--- src/hw/rtl/utf8d_pkg.sv ---
package utf8d_pkg;

  localparam int unsigned CP_W    = 21;
  localparam int unsigned STATE_W = 4;
  localparam int unsigned STAT_W  = 2;

  localparam logic [STATE_W-1:0] ST_ACCEPT = 4'h0;
  localparam logic [STATE_W-1:0] ST_REJECT = 4'hF;

  localparam logic [STAT_W-1:0] STAT_CODE      = 2'd0;
  localparam logic [STAT_W-1:0] STAT_INVALID   = 2'd1;
  localparam logic [STAT_W-1:0] STAT_TRUNCATED = 2'd2;

  localparam logic [31:0] CLASS_TAB [16] = '{
    32'h88888888, 32'h88888888, 32'h99999999, 32'h99999999,
    32'haaaaaaaa, 32'haaaaaaaa, 32'haaaaaaaa, 32'haaaaaaaa,
    32'h222222ff, 32'h22222222, 32'h22222222, 32'h22222222,
    32'h3333333b, 32'h33433333, 32'hfff5666c, 32'hffffffff
  };

  localparam logic [31:0] NEXT_TAB [16] = '{
    32'hfffffff0, 32'hffffffff, 32'hfffffff1, 32'hfffffff3,
    32'hfffffff4, 32'hfffffff7, 32'hfffffff6, 32'hffffffff,
    32'h33f11f0f, 32'hf3311f0f, 32'hf33f110f, 32'hfffffff2,
    32'hfffffff5, 32'hffffffff, 32'hffffffff, 32'hffffffff
  };

  typedef struct packed {
    logic               emit;
    logic [CP_W-1:0]    code_point;
    logic [STAT_W-1:0]  status;
    logic [STATE_W-1:0] state;
    logic [CP_W-1:0]    partial;
  } step_t;

  function automatic logic [3:0] byte_class(input logic [7:0] b);
    logic [31:0] row;
    row = CLASS_TAB[b[6:3]];
    if (!b[7]) begin
      return 4'h0;
    end
    return row[{b[2:0], 2'b00} +: 4];
  endfunction

  function automatic logic [STATE_W-1:0] next_state(input logic [3:0] cls,
                                                    input logic [STATE_W-1:0] st);
    logic [31:0] row;
    row = NEXT_TAB[cls];
    if (st[3]) begin
      return ST_REJECT;
    end
    return row[{st[2:0], 2'b00} +: 4];
  endfunction

endpackage

--- src/hw/rtl/utf8d_step.sv ---
module utf8d_step (
  input  logic [7:0]                      octet,
  input  logic                            string_end,
  input  logic [utf8d_pkg::STATE_W-1:0]   state,
  input  logic [utf8d_pkg::CP_W-1:0]      partial,
  output utf8d_pkg::step_t                step
);

  logic [3:0]                    cls;
  logic [utf8d_pkg::STATE_W-1:0] nxt;
  logic [utf8d_pkg::CP_W-1:0]    gathered;
  logic [7:0]                    lead_mask;

  assign cls       = utf8d_pkg::byte_class(octet);
  assign nxt       = utf8d_pkg::next_state(cls, state);
  assign lead_mask = 8'hFF >> cls;

  always_comb begin
    if (state == utf8d_pkg::ST_ACCEPT) begin
      gathered = {13'd0, octet & lead_mask};
    end else begin
      gathered = {partial[14:0], octet[5:0]};
    end
  end

  always_comb begin
    step.emit       = 1'b1;
    step.code_point = '0;
    step.status     = utf8d_pkg::STAT_CODE;
    step.state      = utf8d_pkg::ST_ACCEPT;
    step.partial    = '0;
    priority if (nxt == utf8d_pkg::ST_ACCEPT) begin
      step.code_point = gathered;
      step.partial    = gathered;
    end else if (nxt == utf8d_pkg::ST_REJECT) begin
      step.status = utf8d_pkg::STAT_INVALID;
    end else if (string_end) begin
      step.status = utf8d_pkg::STAT_TRUNCATED;
    end else begin
      step.emit    = 1'b0;
      step.state   = nxt;
      step.partial = gathered;
    end
  end

endmodule

--- src/hw/rtl/utf8_stream_decoder.sv ---
// UTF-8 stream decoder: takes one byte per transaction and returns at most one
// result per byte: a code point when a sequence completes, an invalid-byte
// status when a byte is rejected (the byte is dropped, no sequence restarts
// from it), or a truncation status when a byte marked as string end leaves a
// sequence open. Overlong forms, surrogates and values above U+10FFFF are
// rejected. A byte lands in an input register and passes one table-lookup step
// into the result register once that register is free (empty or being read),
// so each result is presented from a register, and the block sustains one byte
// per clock while the result side keeps up.
module utf8_stream_decoder (
  input  logic                          clk,
  input  logic                          rst_n,
  input  logic                          in_valid,
  output logic                          in_ready,
  input  logic [7:0]                    in_octet,
  input  logic                          in_string_end,
  output logic                          out_valid,
  input  logic                          out_ready,
  output logic [utf8d_pkg::CP_W-1:0]    out_code_point,
  output logic [utf8d_pkg::STAT_W-1:0]  out_status,
  output logic                          out_last_of_string
);

  logic                          s1_valid_r;
  logic [7:0]                    s1_octet_r;
  logic                          s1_end_r;
  logic [utf8d_pkg::STATE_W-1:0] state_r;
  logic [utf8d_pkg::CP_W-1:0]    partial_r;
  logic                          out_valid_r;
  logic [utf8d_pkg::CP_W-1:0]    out_cp_r;
  logic [utf8d_pkg::STAT_W-1:0]  out_status_r;
  logic                          out_last_r;
  logic                          out_free;
  logic                          s1_fire;
  utf8d_pkg::step_t              step;

  utf8d_step u_step (
    .octet      (s1_octet_r),
    .string_end (s1_end_r),
    .state      (state_r),
    .partial    (partial_r),
    .step       (step)
  );

  assign out_free = !out_valid_r || out_ready;
  assign s1_fire  = s1_valid_r && out_free;
  assign in_ready = !s1_valid_r || out_free;

  always_ff @(posedge clk) begin
    if (!rst_n) begin
      s1_valid_r <= 1'b0;
    end else if (in_ready) begin
      s1_valid_r <= in_valid;
    end
  end

  always_ff @(posedge clk) begin
    if (in_valid && in_ready) begin
      s1_octet_r <= in_octet;
      s1_end_r   <= in_string_end;
    end
  end

  always_ff @(posedge clk) begin
    if (!rst_n) begin
      state_r   <= utf8d_pkg::ST_ACCEPT;
      partial_r <= '0;
    end else if (s1_fire) begin
      state_r   <= step.state;
      partial_r <= step.partial;
    end
  end

  always_ff @(posedge clk) begin
    if (!rst_n) begin
      out_valid_r <= 1'b0;
    end else if (s1_fire) begin
      out_valid_r <= step.emit;
    end else if (out_ready) begin
      out_valid_r <= 1'b0;
    end
  end

  always_ff @(posedge clk) begin
    if (s1_fire && step.emit) begin
      out_cp_r     <= step.code_point;
      out_status_r <= step.status;
      out_last_r   <= s1_end_r;
    end
  end

  assign out_valid          = out_valid_r;
  assign out_code_point     = out_cp_r;
  assign out_status         = out_status_r;
  assign out_last_of_string = out_last_r;

  a_state_reachable: assert property (@(posedge clk) disable iff (!rst_n)
    !state_r[3])
    else $error("decoder state left the reachable range");

  a_status_legal: assert property (@(posedge clk) disable iff (!rst_n)
    out_valid_r |-> (out_status_r == utf8d_pkg::STAT_CODE ||
                     out_status_r == utf8d_pkg::STAT_INVALID ||
                     out_status_r == utf8d_pkg::STAT_TRUNCATED))
    else $error("illegal result status");

  a_error_zero_cp: assert property (@(posedge clk) disable iff (!rst_n)
    (out_valid_r && out_status_r != utf8d_pkg::STAT_CODE) |-> out_cp_r == '0)
    else $error("error result carries a code point");

  a_trunc_is_last: assert property (@(posedge clk) disable iff (!rst_n)
    (out_valid_r && out_status_r == utf8d_pkg::STAT_TRUNCATED) |-> out_last_r)
    else $error("truncation reported away from string end");

  a_state_clears: assert property (@(posedge clk) disable iff (!rst_n)
    (s1_fire && (s1_end_r || step.status != utf8d_pkg::STAT_CODE))
      |=> state_r == utf8d_pkg::ST_ACCEPT)
    else $error("state not back to accept after error or string end");

endmodule

--- config.mk ---
export PLATFORM = sky130hd
export DESIGN_NAME = utf8_stream_decoder
export DESIGN_NICKNAME = d
export VERILOG_FILES = /design/src/hw/rtl/utf8d_pkg.sv /design/src/hw/rtl/utf8d_step.sv /design/src/hw/rtl/utf8_stream_decoder.sv
export SDC_FILE = /design/constraint.sdc
export NUM_CORES = 1
export LEC_CHECK = 0
export ABC_AREA = 1
export BUFFER_PORTS_ARGS = -buffer_cell sky130_fd_sc_hd__buf_2
export CAP_MARGIN = 20
export CORE_UTILIZATION = 41
export DETAILED_ROUTE_END_ITERATION = 12
export SYNTH_ARGS = -nofsm -noshare
export SYNTH_HDL_FRONTEND = slang
export SYNTH_SLANG_ARGS = --single-unit
--- constraint.sdc ---
create_clock -name clk -period 4.1 [get_ports clk]
set_clock_uncertainty 0.2 [all_clocks]
set_input_delay 0.82 -clock clk [delete_from_list [all_inputs] [get_ports clk]]
set_output_delay 0.82 -clock clk [all_outputs]
set_load 0.1 [all_outputs]
# Yosys cells after proc, flatten, opt, wreduce, memory -nomap -nowiden
# Memory sizes are Yosys's and may differ from the RTL's.
# Cells that the tools add are included.
[word_totals] reg_bits=54 latch_bits=0 mem_bits_rw=0 mem_bits_ro=1024 input_bits=13 out_inout_bits=26 n_memories=2
[op_classes] addsub=0 n_mul=0 div=0 order_cmp=2 eq_ne=1 shifts=3 mux=20 bitwise=3 reduce_logical=11
[memory_table] name="(no name shown)" words=16 word_bits=32 rd=1 rd_ports_with_merged_regs=0 write_ports=0 line_no="utf8d_pkg.sv:48" source="row = NEXT_TAB[cls];"
[memory_table] name="(no name shown)" words=16 word_bits=32 rd=1 rd_ports_with_merged_regs=0 write_ports=0 line_no="utf8d_pkg.sv:38" source="row = CLASS_TAB[b[6:3]];"
[op_table] operator="$mux 32" n=4
[op_table] operator="$shiftx 32x6->4" n=2
[op_table] operator="$mux 25" n=2
[op_table] operator="$mux 21" n=1
[op_table] operator="$mux 4" n=4
[op_table] operator="$mux 15" n=1
[op_table] operator="$ge 5x5->1 const B" n=2
[op_table] operator="$not 4->5" n=2
[op_table] operator="$and 8x8->8" n=1
[op_table] operator="$logic_not 4->1" n=2
[op_table] operator="$shr 8x4->8 const A" n=1
[op_table] operator="$mux 1" n=7
[op_table] operator="$eq 4x4->1 const B" n=1
[op_table] operator="$logic_and 1x1->1" n=3
[op_table] operator="$logic_not 1->1" n=2
[op_table] operator="$logic_or 1x1->1" n=2
[op_table] operator="$mux 2" n=1
[op_table] operator="$reduce_bool 2->1" n=1
[op_table] operator="$reduce_or 2->1" n=1

# Depth between registers and ports, before layout
[depth] ltp_word=16 depth_mapped=25 ltp_nobuf=24

# Modules after synthesis
# From an unflattened synthesis, not the netlist that was laid out.
[unflattened] hier_cells=516 hier_area_um2=3839.9
[modules_own_cells] mod="utf8_stream_decoder" instances=1 cells_per_inst=213 area_each_um2=2270.9
[modules_own_cells] mod="utf8d_step" instances=1 cells_per_inst=303 area_each_um2=1569.0

# Least setup slack after synthesis
# No wires, ideal clock.
[synth_path] path_kind="register to register" from="register s1_octet_r[4]" to="register out_cp_r (netlist bit out_code_point[0]), enable pin" setup_ps=379 arrival_ps=2716 setup_slack_ps=805 stages_incl_launch_ff=22 n_path_buf=0 synth_period_minus_slack_ps=3295 path_cell_list="edfxtp_1 -> inv_2 -> nor2_1 -> nand2_1 -> o22ai_1 -> nand2_1 -> nand2_1 -> inv_1 -> ha_1 -> inv_1 -> nand4_1 -> nand2_1 -> nand2_1 -> nand2_1 -> nand2_1 -> nand2_2 -> nand2_4 -> nor2_8 -> nand2_4 -> nand3_1 -> nand2_1 -> inv_1"
[synth_via] elab_chain_len=16 word_cells_on_any_way=17 classes_between="eq/ne (1); shift (2); mux (8); bitwise (2); reduce/logical (2); memory (2)"
[synth_rtl] element="start, declared" line_no="utf8_stream_decoder.sv:25" source="logic [7:0] s1_octet_r;"
[synth_rtl] element="start signal, assigned" line_no="utf8_stream_decoder.sv:59" source="s1_octet_r <= in_octet;"
[synth_rtl] element="$not 4->5 (not written as such) (*)" line_no="utf8d_pkg.sv:38"
[synth_rtl] element="$mem_v2 16x32 (*)"
[synth_rtl] element="$mux 32 (not written as such) (*) (2 in series)" line_no="utf8d_pkg.sv:38"
[synth_rtl] element="$shiftx 32x6->4 (*)" line_no="utf8d_pkg.sv:42" source="return row[{b[2:0], 2'b00} +: 4];"
[synth_rtl] element="$mux 4 (*)" line_no="utf8d_pkg.sv:42"
[synth_rtl] element="$not 4->5 (not written as such) (*)" line_no="utf8d_pkg.sv:48"
[synth_rtl] element="$mem_v2 16x32 (*)"
[synth_rtl] element="$mux 32 (not written as such) (*) (2 in series)" line_no="utf8d_pkg.sv:48"
[synth_rtl] element="$shiftx 32x6->4 (*)" line_no="utf8d_pkg.sv:52" source="return row[{st[2:0], 2'b00} +: 4];"
[synth_rtl] element="$mux 4 (*)" line_no="utf8d_pkg.sv:52"
[synth_rtl] element="$eq 4x4->1" line_no="utf8d_step.sv:35" source="end else if (nxt == utf8d_pkg::ST_REJECT) begin"
[synth_rtl] element="$mux 1" line_no="utf8d_step.sv:35"
[synth_rtl] element="$mux 1 (*)" line_no="utf8d_step.sv:32" source="priority if (nxt == utf8d_pkg::ST_ACCEPT) begin"
[synth_rtl] element="$logic_and 1x1->1 (*)" line_no="utf8_stream_decoder.sv:85" source="if (s1_fire && step.emit) begin"
[synth_rtl] element="end signal, assigned" line_no="utf8_stream_decoder.sv:86" source="out_cp_r <= step.code_point;"
[synth_rtl] element="end, declared" line_no="utf8_stream_decoder.sv:30" source="logic [utf8d_pkg::CP_W-1:0] out_cp_r;"
# Mark *: on every way between the ends. The rest lies on a longest branch, timed or not. The select of a mux whose other input is x is not followed.
# A chain may end at the register's enable or synchronous reset.

# Final worst setup path
# Same ends and word-level chain as after synthesis.

==> impl_metrics.py <==
metrics = {
    "route": {
        "ant_nets": 0,
        "first_pass_iters": 5,
        "routed-via-count": 2425,
        "wl_per_cell_um": 12.47,
        "drt-total-wl_um": 6224,
        "drt_first_iter_violations": 184,
        "via_per_inst": 4.860,
        "drcViolationCount": 0,
    },
    "place": {
        "gp_congestion": 0.8656,
        "io_buffer_count": 38,
        "placed_area_um2": 3186,
        "hpwl_um": 4546,
    },
    "worst_setup_path": {
        "critPathRequiredTime_ps": 3880,
        "reg2reg_depth": 22,
        "r2r-start": "s1_octet_r[4]",
        "arrival_ps": 3410,
        "critPathMaxFanout": 25,
        "end_kind": "flop",
        "ff2ff_setup_slack_ps": 470,
        "critPathLaunchType": "flop",
        "path_class": "reg2reg",
        "r2r_end": "out_code_point[0]",
    },
    "power": {
        "power_leakage_uw": 0.001505,
        "p_comb_share_pct": 27.9,
        "p_clk_share_pct": 22.3,
        "power_density_nw_per_um2": 386.6,
        "seq_power_share_pct": 49.7,
        "p_switching_uw": 460.7,
        "sw_frac_of_total_pct": 36.46,
        "vdd.ir_drop.worst_mv": 0.2078,
        "p_int_uw": 802.9,
    },
    "global_route": {
        "grt_remaining_overflow": 0,
        "grt_pass1_wl_um": 10590,
        "grt_max_degree": 26,
        "grt_pass1_vias": 2195,
        "antenna_found_initial": 0,
        "globalRouteTotalUtil_pct": 18.18,
    },
    "synthesis": {
        "ys_seq_area_share_pct": 47.86,
        "ys_seq_elements": 54,
        "avgSynthCellArea_um2": 7.992,
        "syn_inst": 369,
        "syn_area_um2": 2949,
        "synth_cell_types": 32,
        "ys_warn_count": 0,
        "synth_fp_nets": 388,
    },
    "sta": {
        "fin_setup_tns_ps": 0,
        "max_freq_mhz": 275.6,
        "timing.hold.ws_ps": 266.9,
        "period_share_pct": 88.50,
        "rsz0062_at_grt": "false",
        "worst_pin_slew_ps": 686.1,
        "hold_violations": 0,
        "fin_crit_ps": 3629,
        "drv_slew": 0,
        "relSlewSlack_pct": 54.15,
        "finalSetupViolCount": 0,
    },
    "cells_and_area": {
        "finish.instance_area_um2": 3268,
        "num_antenna_cells": 0,
        "regArea_um2": 1411,
        "most-common-layout-cells": "nand2_1, inv_1, nand3_1",
        "final_nets": 421,
        "syn2layout_area_growth_pct": 10.82,
        "multiInputGateArea_um2": 1205,
        "drive_gt1_share_pct": 18.11,
        "n_fill_cell": 689,
        "final_common_cell": "nand2_1",
    },
    "cts": {
        "clkSinkCount": 54,
        "cts_tree": "yes",
        "h-tree-depth": 2,
        "cts_setup_buffers": 0,
        "hold_buffers": 0,
        "clkTransAtPathRegs_ps": 90,
        "clockBufferDepth": 2,
        "insertion_delay_ps": 310,
        "cts_buffers": 5,
        "ctsResizeCount": 0,
        "cts_root_buf": "clkbuf_8",
    },
    "outcome": {
        "outcome": "finished clean",
    },
    "floorplanning": {
        "initial_utilization_pct": 42.93,
        "io_pins": 39,
        "fp.coreArea_um2": 6869,
        "dieArea_um2": 7536,
        "die_h_um": 86.81,
        "placementRows": 30,
        "die_x_um": 86.81,
    },
    "hold_path": {
        "hp-class": "reg2reg",
        "whs_endpoint": "partial_r[1]",
        "worstHoldStart": "partial_r[1]",
        "min_path_cells": 2,
    },
    "job": {
        "drv_cap": 0,
    },
}
worst max-delay path by stage:
stage                     slack, ps                 end           from  cells after the start
after global routing            110   out_code_point[0]  s1_octet_r[4]                     22
after CTS                       450   out_code_point[0]  s1_octet_r[4]                     22
final                           470   out_code_point[0]  s1_octet_r[4]                     22
after floorplan                 800   out_code_point[0]  s1_octet_r[4]                     21
after detailed placement        480   out_code_point[1]  s1_octet_r[4]                     22
after global placement          570  out_code_point[13]  s1_octet_r[4]                     22
cell type report:
cell class                      instances  share of cell area (%)
Clock buffer                            6                   2.221
Multi-Input combinational cell        237                   36.87
Sequential cell                        54                   43.19
Tap cell                               96                   3.675
Timing Repair Buffer                   41                   6.508
Inverter                               63                   7.236
Clock inverter                          2                  0.3063
power groups by stage:
stage / sequential, uW / clock [uW] / combinational [uW]
3_3_place_gp: 640 / 0 / 349
3_5_place_dp: 641 / 0 / 352
4_1_cts: 628 / 288 / 353
6_report: 628 / 282 / 353
5_1_grt: 632 / 315 / 385
2_1_floorplan: 738 / 0 / 195
cells by family (layout without fill, tap and decap cells):
family                   count (synthesis)  count (layout)  synth area share [%]
AND/OR/NAND/NOR                        195             195                 31.18
buffers and inverters                   78             112                 11.29
flip-flops                              54              54                 47.86
AO/OA/AOI/OAI                           36              36                 7.128
adder cells (fa/ha/maj)                  6               6                 2.546
Yosys cell counts:
cell | number | area, um^2
a21oi_1 | 27 | 135.1
a31oi_4 | 1 | 21.27
and2_1 | 1 | 6.260
buf_1 | 1 | 3.750
buf_2 | 2 | 10.01
buf_4 | 2 | 15.01
buf_6 | 4 | 45.04
clkbuf_1 | 6 | 22.52
clkinv_1 | 1 | 3.750
dfxtp_1 | 21 | 420.4
edfxtp_1 | 33 | 991.0
ha_1 | 6 | 75.07
inv_1 | 55 | 206.5
inv_2 | 7 | 26.28
nand2_1 | 80 | 300.3
nand2_2 | 4 | 25.02
nand2_4 | 3 | 33.78
nand3_1 | 42 | 210.2
nand3_2 | 4 | 40.04
nand4_1 | 11 | 68.82
nor2_1 | 37 | 138.9
nor2_2 | 2 | 12.51
nor2_4 | 1 | 11.26
nor2_8 | 1 | 20.02
nor3_1 | 8 | 40.04
nor4_2 | 1 | 12.51
o211ai_1 | 1 | 7.510
o21a_1 | 1 | 7.510
o21ai_0 | 2 | 10.01
o21ai_1 | 2 | 10.01
o22ai_1 | 1 | 6.260
o31ai_2 | 1 | 12.51
sequential cells by signal (all words and copies together), names as in the netlist:
name                cells
state_r                 4
out_status              2
out_code_point         21
out_valid               1
out_last_of_string      1
s1_octet_r              8
partial_r              15
s1_end_r                1
s1_valid_r              1
worst max-delay path, stage by stage (launching register included):
cell	delay (ps)
edfxtp_1	460
inv_2	90
nor2_1	130
nand2_1	60
o22ai_1	150
nand2_1	70
nand2_1	170
inv_1	110
ha_1	220
inv_1	80
nand4_1	120
nand2_1	150
nand3_1	90
nand2_1	70
nand2_1	50
nand2_1	70
nand2_2	90
nor2_8	150
nand2_4	190
nand3_1	130
nand2_1	90
inv_1	60
buf_4	300
per-layer routing:
metal  share of wire (%)  GRT usage, %  up-vias  wire length (um)
met5                   0             0        -                 0
li1                    -             -     1255                 -
met3                 4.5         4.190        4               278
met1                  51         26.04     1095              3187
met4                0.74         3.636        0                46
met2                  44         28.06       71              2712
metrics by stage:
step / std cells / power [uW] / setup slack, ps / util (%)
final: 499 / 1264 / 471.3 / 47.58
after global routing: 499 / 1333 / 108.2 / 47.58
after CTS: 499 / 1269 / 451.5 / 47.58
after detailed placement: 491 / 992.9 / 478.3 / 46.38
after global placement: 491 / 989.0 / 567.6 / 46.38
after floorplan: 369 / 933.2 / 804.9 / -
(Power assumes the default switching activity.)
